==> config.mk <==
export PLATFORM = sky130hd
export DESIGN_NAME = ring_deque_positional_core
export DESIGN_NICKNAME = d
export VERILOG_FILES = /design/src/rtl/core/rdp_pkg.sv /design/src/rtl/core/ring_deque_positional_core.sv /design/src/rtl/core/rdp_ram.sv /design/src/rtl/core/rdp_slot.sv
export SDC_FILE = /design/constraint.sdc
export NUM_CORES = 2
export LEC_CHECK = 0
export ABC_AREA = 1
export BUFFER_PORTS_ARGS = -buffer_cell sky130_fd_sc_hd__buf_2
export CORE_MARGIN = 2
export CORE_UTILIZATION = 40
export DETAILED_ROUTE_END_ITERATION = 10
export HOLD_SLACK_MARGIN = 0.15
export PLACE_DENSITY = 0.64
export SYNTH_ARGS = -nofsm -noshare
export SYNTH_HDL_FRONTEND = slang
export SYNTH_HIERARCHICAL = 1
export SYNTH_SLANG_ARGS = --single-unit
export TNS_END_PERCENT = 1
==> constraint.sdc <==
create_clock -name clk -period 8.09 [get_ports clk]
set_input_delay 0.4045 -clock clk [delete_from_list [all_inputs] [get_ports clk]]
set_output_delay 0.4045 -clock clk [all_outputs]
set_load 0.03 [all_outputs]
==> src/rtl/core/rdp_pkg.sv <==
// Shared widths, command and status codes for the positional ring deque.
package rdp_pkg;

  localparam int DEPTH_DEF = 128;

  localparam int CMD_W   = 3;
  localparam int VAL_W   = 32;
  localparam int POS_W   = 8;
  localparam int STAT_W  = 2;
  localparam int FOUND_W = 8;
  localparam int CNTO_W  = 8;

  typedef enum logic [CMD_W-1:0] {
    CMD_PUSH_BACK  = 3'd0,
    CMD_PUSH_FRONT = 3'd1,
    CMD_POP_FRONT  = 3'd2,
    CMD_POP_BACK   = 3'd3,
    CMD_INSERT_AT  = 3'd4,
    CMD_REMOVE_AT  = 3'd5,
    CMD_SEARCH     = 3'd6
  } cmd_t;

  typedef enum logic [STAT_W-1:0] {
    ST_OK    = 2'd0,
    ST_FULL  = 2'd1,
    ST_EMPTY = 2'd2,
    ST_RANGE = 2'd3
  } status_t;

endpackage

==> src/rtl/core/ring_deque_positional_core.sv <==
// Top level of the positional ring deque: sequencer, ring pointers and result register.
//
//  channel  | handshake            | word
//  ---------+----------------------+------------------------------------------------
//  in       | in_valid / in_stall  | in_command, in_value, in_position
//  out      | out_valid / out_stall| out_status, out_data_out, out_found_position,
//           |                      | out_count_now
//
// Push, unused and flagged commands need no RAM read; pops do one RAM read.
// Insert at moves each element from the position on one slot back (an empty deque
// takes the word directly); remove at reads the removed word and moves each later one
// forward; search compares in order. Each element goes through a registered RAM read.
// Synchronous reset empties the deque; no clearing pass runs.
// A word waiting on a stalled output does not block the next input word; the
// following result waits for the output register to free.
module ring_deque_positional_core #(
  parameter int DEPTH = rdp_pkg::DEPTH_DEF
) (
  input  logic                                clk,
  input  logic                                rst_n,
  input  logic                                in_valid,
  output logic                                in_stall,
  input  logic [rdp_pkg::CMD_W-1:0]           in_command,
  input  logic signed [rdp_pkg::VAL_W-1:0]    in_value,
  input  logic [rdp_pkg::POS_W-1:0]           in_position,
  output logic                                out_valid,
  input  logic                                out_stall,
  output logic [rdp_pkg::STAT_W-1:0]          out_status,
  output logic signed [rdp_pkg::VAL_W-1:0]    out_data_out,
  output logic [rdp_pkg::FOUND_W-1:0]         out_found_position,
  output logic [rdp_pkg::CNTO_W-1:0]          out_count_now
);

  import rdp_pkg::*;

  localparam int AW = $clog2(DEPTH);
  localparam int CW = $clog2(DEPTH + 1);
  localparam int XW = ((CW > POS_W) ? CW : POS_W) + 1;

  typedef enum logic [3:0] {
    S_IDLE,
    S_EXEC,
    S_POP_DAT,
    S_INS_RD,
    S_INS_WR,
    S_INS_FIN,
    S_REM_RD0,
    S_REM_DAT,
    S_REM_RD,
    S_REM_WR,
    S_REM_FIN,
    S_SRCH_RD,
    S_SRCH_CMP,
    S_FIN
  } state_t;

  state_t                state_r;
  logic [AW-1:0]         head_r;
  logic [AW-1:0]         tail_r;
  logic [CW-1:0]         cnt_r;
  logic [CW-1:0]         p_r;
  logic [CMD_W-1:0]      cmd_r;
  logic [VAL_W-1:0]      val_r;
  logic [POS_W-1:0]      pos_r;
  status_t               res_status_r;
  logic [VAL_W-1:0]      res_data_r;
  logic [FOUND_W-1:0]    res_found_r;
  logic                  out_valid_r;
  logic [STAT_W-1:0]     out_status_r;
  logic [VAL_W-1:0]      out_data_r;
  logic [FOUND_W-1:0]    out_found_r;
  logic [CNTO_W-1:0]     out_count_r;

  logic [AW-1:0]         head_inc;
  logic [AW-1:0]         head_dec;
  logic [AW-1:0]         tail_inc;
  logic [AW-1:0]         tail_dec;
  logic                  is_empty;
  logic                  is_full;
  logic [XW-1:0]         pos_x;
  logic [XW-1:0]         cnt_x;
  logic [XW-1:0]         p_x;
  logic [CW-1:0]         pos_m1;
  logic                  ins_bad;
  logic                  rem_bad;
  logic [CW:0]           p_inc_w;
  logic [CW:0]           p_inc2_w;
  logic [CW:0]           cnt_w;

  logic [CW-1:0]         slot_off;
  logic [AW-1:0]         slot_idx;

  logic                  ram_we;
  logic [AW-1:0]         ram_waddr;
  logic [VAL_W-1:0]      ram_wdata;
  logic [AW-1:0]         ram_raddr;
  logic [VAL_W-1:0]      ram_rdata;

  always_comb begin
    head_inc = (head_r == AW'(DEPTH - 1)) ? '0 : head_r + AW'(1);
    head_dec = (head_r == '0) ? AW'(DEPTH - 1) : head_r - AW'(1);
    tail_inc = (tail_r == AW'(DEPTH - 1)) ? '0 : tail_r + AW'(1);
    tail_dec = (tail_r == '0) ? AW'(DEPTH - 1) : tail_r - AW'(1);
    is_empty = (cnt_r == '0);
    is_full  = (cnt_r >= CW'(DEPTH));
    pos_x    = XW'(pos_r);
    cnt_x    = XW'(cnt_r);
    p_x      = XW'(p_r);
    pos_m1   = CW'(pos_r - POS_W'(1));
    ins_bad  = (pos_r == '0) || (pos_x > cnt_x + XW'(1));
    rem_bad  = (pos_r == '0) || (pos_x > cnt_x);
    p_inc_w  = {1'b0, p_r} + (CW+1)'(1);
    p_inc2_w = {1'b0, p_r} + (CW+1)'(2);
    cnt_w    = {1'b0, cnt_r};
  end

  always_comb begin
    case (state_r)
      S_INS_RD:  slot_off = p_r - CW'(1);
      S_INS_WR:  slot_off = p_r;
      S_INS_FIN: slot_off = pos_m1;
      S_REM_RD0: slot_off = pos_m1;
      S_REM_RD:  slot_off = CW'(p_inc_w);
      S_REM_WR:  slot_off = p_r;
      S_SRCH_RD: slot_off = p_r;
      default:   slot_off = '0;
    endcase
  end

  rdp_slot #(
    .DEPTH (DEPTH)
  ) u_slot (
    .base   (head_r),
    .offset (slot_off),
    .slot   (slot_idx)
  );

  always_comb begin
    ram_we    = 1'b0;
    ram_waddr = slot_idx;
    ram_wdata = val_r;
    ram_raddr = slot_idx;
    case (state_r)
      S_EXEC: begin
        case (cmd_r)
          CMD_PUSH_BACK: begin
            ram_we    = !is_full;
            ram_waddr = is_empty ? tail_r : tail_inc;
          end
          CMD_PUSH_FRONT: begin
            ram_we    = !is_full;
            ram_waddr = is_empty ? head_r : head_dec;
          end
          CMD_POP_FRONT: ram_raddr = head_r;
          CMD_POP_BACK:  ram_raddr = tail_r;
          CMD_INSERT_AT: begin
            ram_we    = !is_full && !ins_bad && is_empty;
            ram_waddr = tail_r;
          end
          default: ram_we = 1'b0;
        endcase
      end
      S_INS_WR: begin
        ram_we    = 1'b1;
        ram_wdata = ram_rdata;
      end
      S_INS_FIN: ram_we = 1'b1;
      S_REM_WR: begin
        ram_we    = 1'b1;
        ram_wdata = ram_rdata;
      end
      default: ram_we = 1'b0;
    endcase
  end

  rdp_ram #(
    .WIDTH (VAL_W),
    .DEPTH (DEPTH)
  ) u_store (
    .clk   (clk),
    .we    (ram_we),
    .waddr (ram_waddr),
    .wdata (ram_wdata),
    .raddr (ram_raddr),
    .rdata (ram_rdata)
  );

  always_ff @(posedge clk) begin
    if (!rst_n) begin
      state_r     <= S_IDLE;
      head_r      <= '0;
      tail_r      <= '0;
      cnt_r       <= '0;
      out_valid_r <= 1'b0;
    end else begin
      if (out_valid_r && !out_stall && (state_r != S_FIN)) begin
        out_valid_r <= 1'b0;
      end
      case (state_r)
        S_IDLE: begin
          if (in_valid) begin
            cmd_r   <= in_command;
            val_r   <= in_value;
            pos_r   <= in_position;
            state_r <= S_EXEC;
          end
        end
        S_EXEC: begin
          res_data_r  <= '0;
          res_found_r <= '0;
          case (cmd_r)
            CMD_PUSH_BACK: begin
              state_r <= S_FIN;
              if (is_full) begin
                res_status_r <= ST_FULL;
              end else begin
                res_status_r <= ST_OK;
                if (!is_empty) tail_r <= tail_inc;
                cnt_r <= cnt_r + CW'(1);
              end
            end
            CMD_PUSH_FRONT: begin
              state_r <= S_FIN;
              if (is_full) begin
                res_status_r <= ST_FULL;
              end else begin
                res_status_r <= ST_OK;
                if (!is_empty) head_r <= head_dec;
                cnt_r <= cnt_r + CW'(1);
              end
            end
            CMD_POP_FRONT, CMD_POP_BACK: begin
              if (is_empty) begin
                res_status_r <= ST_EMPTY;
                state_r      <= S_FIN;
              end else begin
                res_status_r <= ST_OK;
                state_r      <= S_POP_DAT;
              end
            end
            CMD_INSERT_AT: begin
              if (is_full) begin
                res_status_r <= ST_FULL;
                state_r      <= S_FIN;
              end else if (ins_bad) begin
                res_status_r <= ST_RANGE;
                state_r      <= S_FIN;
              end else if (is_empty) begin
                res_status_r <= ST_OK;
                cnt_r        <= cnt_r + CW'(1);
                state_r      <= S_FIN;
              end else begin
                res_status_r <= ST_OK;
                tail_r       <= tail_inc;
                p_r          <= cnt_r;
                state_r      <= (cnt_x >= pos_x) ? S_INS_RD : S_INS_FIN;
              end
            end
            CMD_REMOVE_AT: begin
              if (rem_bad) begin
                res_status_r <= ST_RANGE;
                state_r      <= S_FIN;
              end else begin
                res_status_r <= ST_OK;
                p_r          <= pos_m1;
                state_r      <= S_REM_RD0;
              end
            end
            CMD_SEARCH: begin
              res_status_r <= ST_OK;
              p_r          <= '0;
              state_r      <= is_empty ? S_FIN : S_SRCH_RD;
            end
            default: begin
              res_status_r <= ST_OK;
              state_r      <= S_FIN;
            end
          endcase
        end
        S_POP_DAT: begin
          res_data_r <= ram_rdata;
          cnt_r      <= cnt_r - CW'(1);
          if (cnt_r > CW'(1)) begin
            if (cmd_r == CMD_POP_FRONT) head_r <= head_inc;
            else tail_r <= tail_dec;
          end
          state_r <= S_FIN;
        end
        S_INS_RD: state_r <= S_INS_WR;
        S_INS_WR: begin
          p_r     <= p_r - CW'(1);
          state_r <= (p_x > pos_x) ? S_INS_RD : S_INS_FIN;
        end
        S_INS_FIN: begin
          cnt_r   <= cnt_r + CW'(1);
          state_r <= S_FIN;
        end
        S_REM_RD0: state_r <= S_REM_DAT;
        S_REM_DAT: begin
          res_data_r <= ram_rdata;
          state_r    <= (p_inc_w < cnt_w) ? S_REM_RD : S_REM_FIN;
        end
        S_REM_RD: state_r <= S_REM_WR;
        S_REM_WR: begin
          p_r     <= CW'(p_inc_w);
          state_r <= (p_inc2_w < cnt_w) ? S_REM_RD : S_REM_FIN;
        end
        S_REM_FIN: begin
          if (cnt_r > CW'(1)) tail_r <= tail_dec;
          cnt_r   <= cnt_r - CW'(1);
          state_r <= S_FIN;
        end
        S_SRCH_RD: state_r <= S_SRCH_CMP;
        S_SRCH_CMP: begin
          if (ram_rdata == val_r) begin
            res_found_r <= FOUND_W'(p_inc_w);
            state_r     <= S_FIN;
          end else begin
            p_r     <= CW'(p_inc_w);
            state_r <= (p_inc_w < cnt_w) ? S_SRCH_RD : S_FIN;
          end
        end
        S_FIN: begin
          if (!out_valid_r || !out_stall) begin
            out_valid_r  <= 1'b1;
            out_status_r <= res_status_r;
            out_data_r   <= res_data_r;
            out_found_r  <= res_found_r;
            out_count_r  <= CNTO_W'(cnt_r);
            state_r      <= S_IDLE;
          end
        end
        default: state_r <= S_IDLE;
      endcase
    end
  end

  assign in_stall           = (state_r != S_IDLE);
  assign out_valid          = out_valid_r;
  assign out_status         = out_status_r;
  assign out_data_out       = out_data_r;
  assign out_found_position = out_found_r;
  assign out_count_now      = out_count_r;

endmodule

==> src/rtl/core/rdp_ram.sv <==
// Generic single-write, single-read RAM with registered read data.
module rdp_ram #(
  parameter int WIDTH = 32,
  parameter int DEPTH = 128
) (
  input  logic                     clk,
  input  logic                     we,
  input  logic [$clog2(DEPTH)-1:0] waddr,
  input  logic [WIDTH-1:0]         wdata,
  input  logic [$clog2(DEPTH)-1:0] raddr,
  output logic [WIDTH-1:0]         rdata
);

  logic [WIDTH-1:0] mem [DEPTH];

  always_ff @(posedge clk) begin
    if (we) begin
      mem[waddr] <= wdata;
    end
    rdata <= mem[raddr];
  end

endmodule

==> src/rtl/core/rdp_slot.sv <==
// Shared ring slot unit: head index plus element offset, wrapped at the ring depth.
module rdp_slot #(
  parameter int DEPTH = 128
) (
  input  logic [$clog2(DEPTH)-1:0]   base,
  input  logic [$clog2(DEPTH+1)-1:0] offset,
  output logic [$clog2(DEPTH)-1:0]   slot
);

  localparam int AW = $clog2(DEPTH);
  localparam int SW = AW + 2;

  logic [SW-1:0] sum;
  logic [SW-1:0] wrapped;

  always_comb begin
    sum     = SW'(base) + SW'(offset);
    wrapped = sum - SW'(DEPTH);
    slot    = (sum >= SW'(DEPTH)) ? AW'(wrapped) : AW'(sum);
  end

endmodule
==> impl_metrics.py <==
metrics = {
    "outcome": {
        "status": "finished, final reports clean",
    },
    "timing": {
        "clock_skew_ps": 71.4,
        "min_period_ps": 6700,
        "finalSetupTns_ps": 0,
        "finalSetupViolCount": 0,
        "period_share_pct": 82.8,
        "tightest_slew_ps": 1250,
        "finalMaxSlewViolations": 0,
        "slew_headroom_pct": 16.8,
        "hold_viol_final": 0,
        "grt_setup_unrepaired": "false",
        "max_freq_mhz": 149,
        "worst_slack_ps": 1390,
    },
    "global_route": {
        "grt-ovfl-total": 0,
        "top_usage_layer": "met2",
        "grt_max_degree": 168,
        "grt_pass1_wl_um": 752000,
        "antenna_found_initial": 18,
        "met1_usage_pct": 31.4,
        "grt_util_all_layers_pct": 22.8,
        "met3_usage_pct": 3.93,
        "gr-usage-met2_pct": 34.7,
        "grt_pass1_vias": 108365,
    },
    "floorplan": {
        "num_rows": 243,
        "dieArea_mm2": 0.443,
        "die_x_um": 666,
        "die_y_um": 666,
        "coreArea_mm2": 0.437,
        "start_util_pct": 40.1,
        "boundaryPins": 99,
    },
    "synthesis": {
        "syn_inst": 14621,
        "syn-cell-area_mm2": 0.175,
        "synth.avg_cell_area_um2": 12.0,
        "synth_warnings": 6,
        "syn-num-nets": 14728,
    },
    "clocking": {
        "cts_setup_buffers": 0,
        "clockRootBuffer": "clkbuf_16",
        "clkTransAtPathRegs_ps": 60,
        "ctsHoldBuffers": 89,
        "post_cts_resized": 0,
        "cts_sinks": 4298,
        "insertion_delay_ps": 1000,
        "clock_path_buffers": 4,
        "h-tree-depth": 5,
        "cts_buffers": 428,
        "tritoncts": "yes",
    },
    "final_layout": {
        "design_area_mm2": 0.197,
        "area_growth_pct": 12.6,
        "fillerInstances": 38575,
        "nets": 14680,
        "drive_gt1_share_pct": 8.08,
        "final_cells": 20699,
    },
    "job": {
        "cap_violations": 0,
    },
    "worst_setup_path": {
        "critPathLaunchType": "flop",
        "reg2reg_slack_ps": 1390,
        "worstSetupEndpointType": "flop",
        "worst_ep_required_time_ps": 8790,
        "crit_fanout": 24,
        "critPathKind": "flop to flop",
        "worstPathArrival_ps": 7400,
    },
    "route": {
        "initialDrtViolationCount": 15714,
        "vias": 116747,
        "via_per_inst": 5.64,
        "wl_per_cell_um": 25.2,
        "first_pass_iters": 9,
        "wl_um": 522000,
        "ant_nets": 0,
        "post-route-drc-count": 0,
    },
    "placed_design": {
        "placed_cell_area_mm2": 0.183,
        "place_ws_ps": 1610,
        "dp_cells": 19811,
        "io_buffer_count": 98,
        "gp_congestion": 0.932,
        "dp_hpwl_um": 291000,
    },
    "worst_hold_path": {
        "holdCritPathClass": "input pin to flop",
    },
}
==> critical path: stages (launching register included) <==
cell and delay (ps):
dfxtp_1 430, inv_2 90, nor2_1 120, inv_2 70
nor2_2 320, inv_2 110, nand2_1 280, nor2_1 180
o221ai_1 250, ha_1 230, inv_1 70, fa_1 390
inv_1 100, nand2_1 50, nand2_1 90, nand2_1 80
xnor2_1 250, nor2_1 90, a31oi_1 500, inv_1 100
nor2_1 500, nand2_1 700, nor2_4 1060, buf_4 320
==> layer usage <==
metal / vias up / wire, um / part of all wire, %
li1: 51999 / - / -
met1: 57378 / 205000 / 39
met2: 6403 / 234000 / 45
met3: 961 / 53400 / 10
met4: 6 / 29400 / 5.6
met5: - / 294 / 0.056
==> flip-flops by register name, summed over array words and instances (netlist names), 3 cells and up <==
| name | cells |
|---|---|
| cnt_r | 8 |
| head_r | 7 |
| val_r | 32 |
| out_count_now | 8 |
| pos_r | 8 |
| p_r | 8 |
| u_store/mem | 4096 |
| out_data_out | 32 |
| u_store/rdata | 32 |
| out_found_position | 8 |
| tail_r | 7 |
| cmd_r | 3 |
| state_r | 4 |
| res_data_r | 32 |
| res_found_r | 8 |
==> worst paths after layout <==
path | from | endpoint | cells after the start
setup / recovery | state_r[2]$_SDFFE_PN0P_ | u_store/mem[49][0]$_DFFE_PP_ | 23
hold / removal | out_stall | out_valid$_SDFF_PN0_ | 4
setup reg to reg | state_r[2]$_SDFFE_PN0P_ | u_store/mem[49][0]$_DFFE_PP_ | 23
hold reg to reg | res_data_r[27]$_SDFFCE_PN0P_ | out_data_out[27]$_DFFE_PP_ | 0
==> cells in the final DEF (no fill, tap or decap), types with 18 or more instances in the layout <==
cell / instances
nand2_1: 4397
edfxtp_1: 4239
nand3_1: 4090
clkbuf_16: 437
buf_4: 195
inv_1: 166
nor2_1: 160
nor2_4: 132
clkinv_1: 109
buf_2: 98
dlygate4sd3_1: 89
clkbuf_1: 88
clkinv_2: 86
buf_12: 78
ha_1: 59
dfxtp_1: 59
a21oi_1: 49
bufinv_16: 40
xnor2_1: 37
xor2_1: 32
o21ai_4: 32
o21ai_0: 29
inv_2: 23
o22ai_1: 19
nor3_1: 18
==> cell type report <==
type	count	area, um2	area share [%]
Antenna cell	11	27.5	0.0140
Clock buffer	528	11300	5.73
Clock inverter	260	2350	1.19
Inverter	200	808	0.410
Multi-Input combinational cell	9185	42600	21.6
Sequential cell	4298	128000	65.2
Tap cell	5757	7200	3.65
Timing Repair Buffer	460	4410	2.23
==> through the flow <==
step	hold slack, ps	utilization, %
after floorplan	400	-
after CTS	263	45.1
after detailed placement	405	41.8
after global routing	364	45.1
final	352	45.1
after global placement	403	41.8
Power is not shown: default switching activity piles up to over one toggle a cycle in this logic, so the estimate is an artifact.
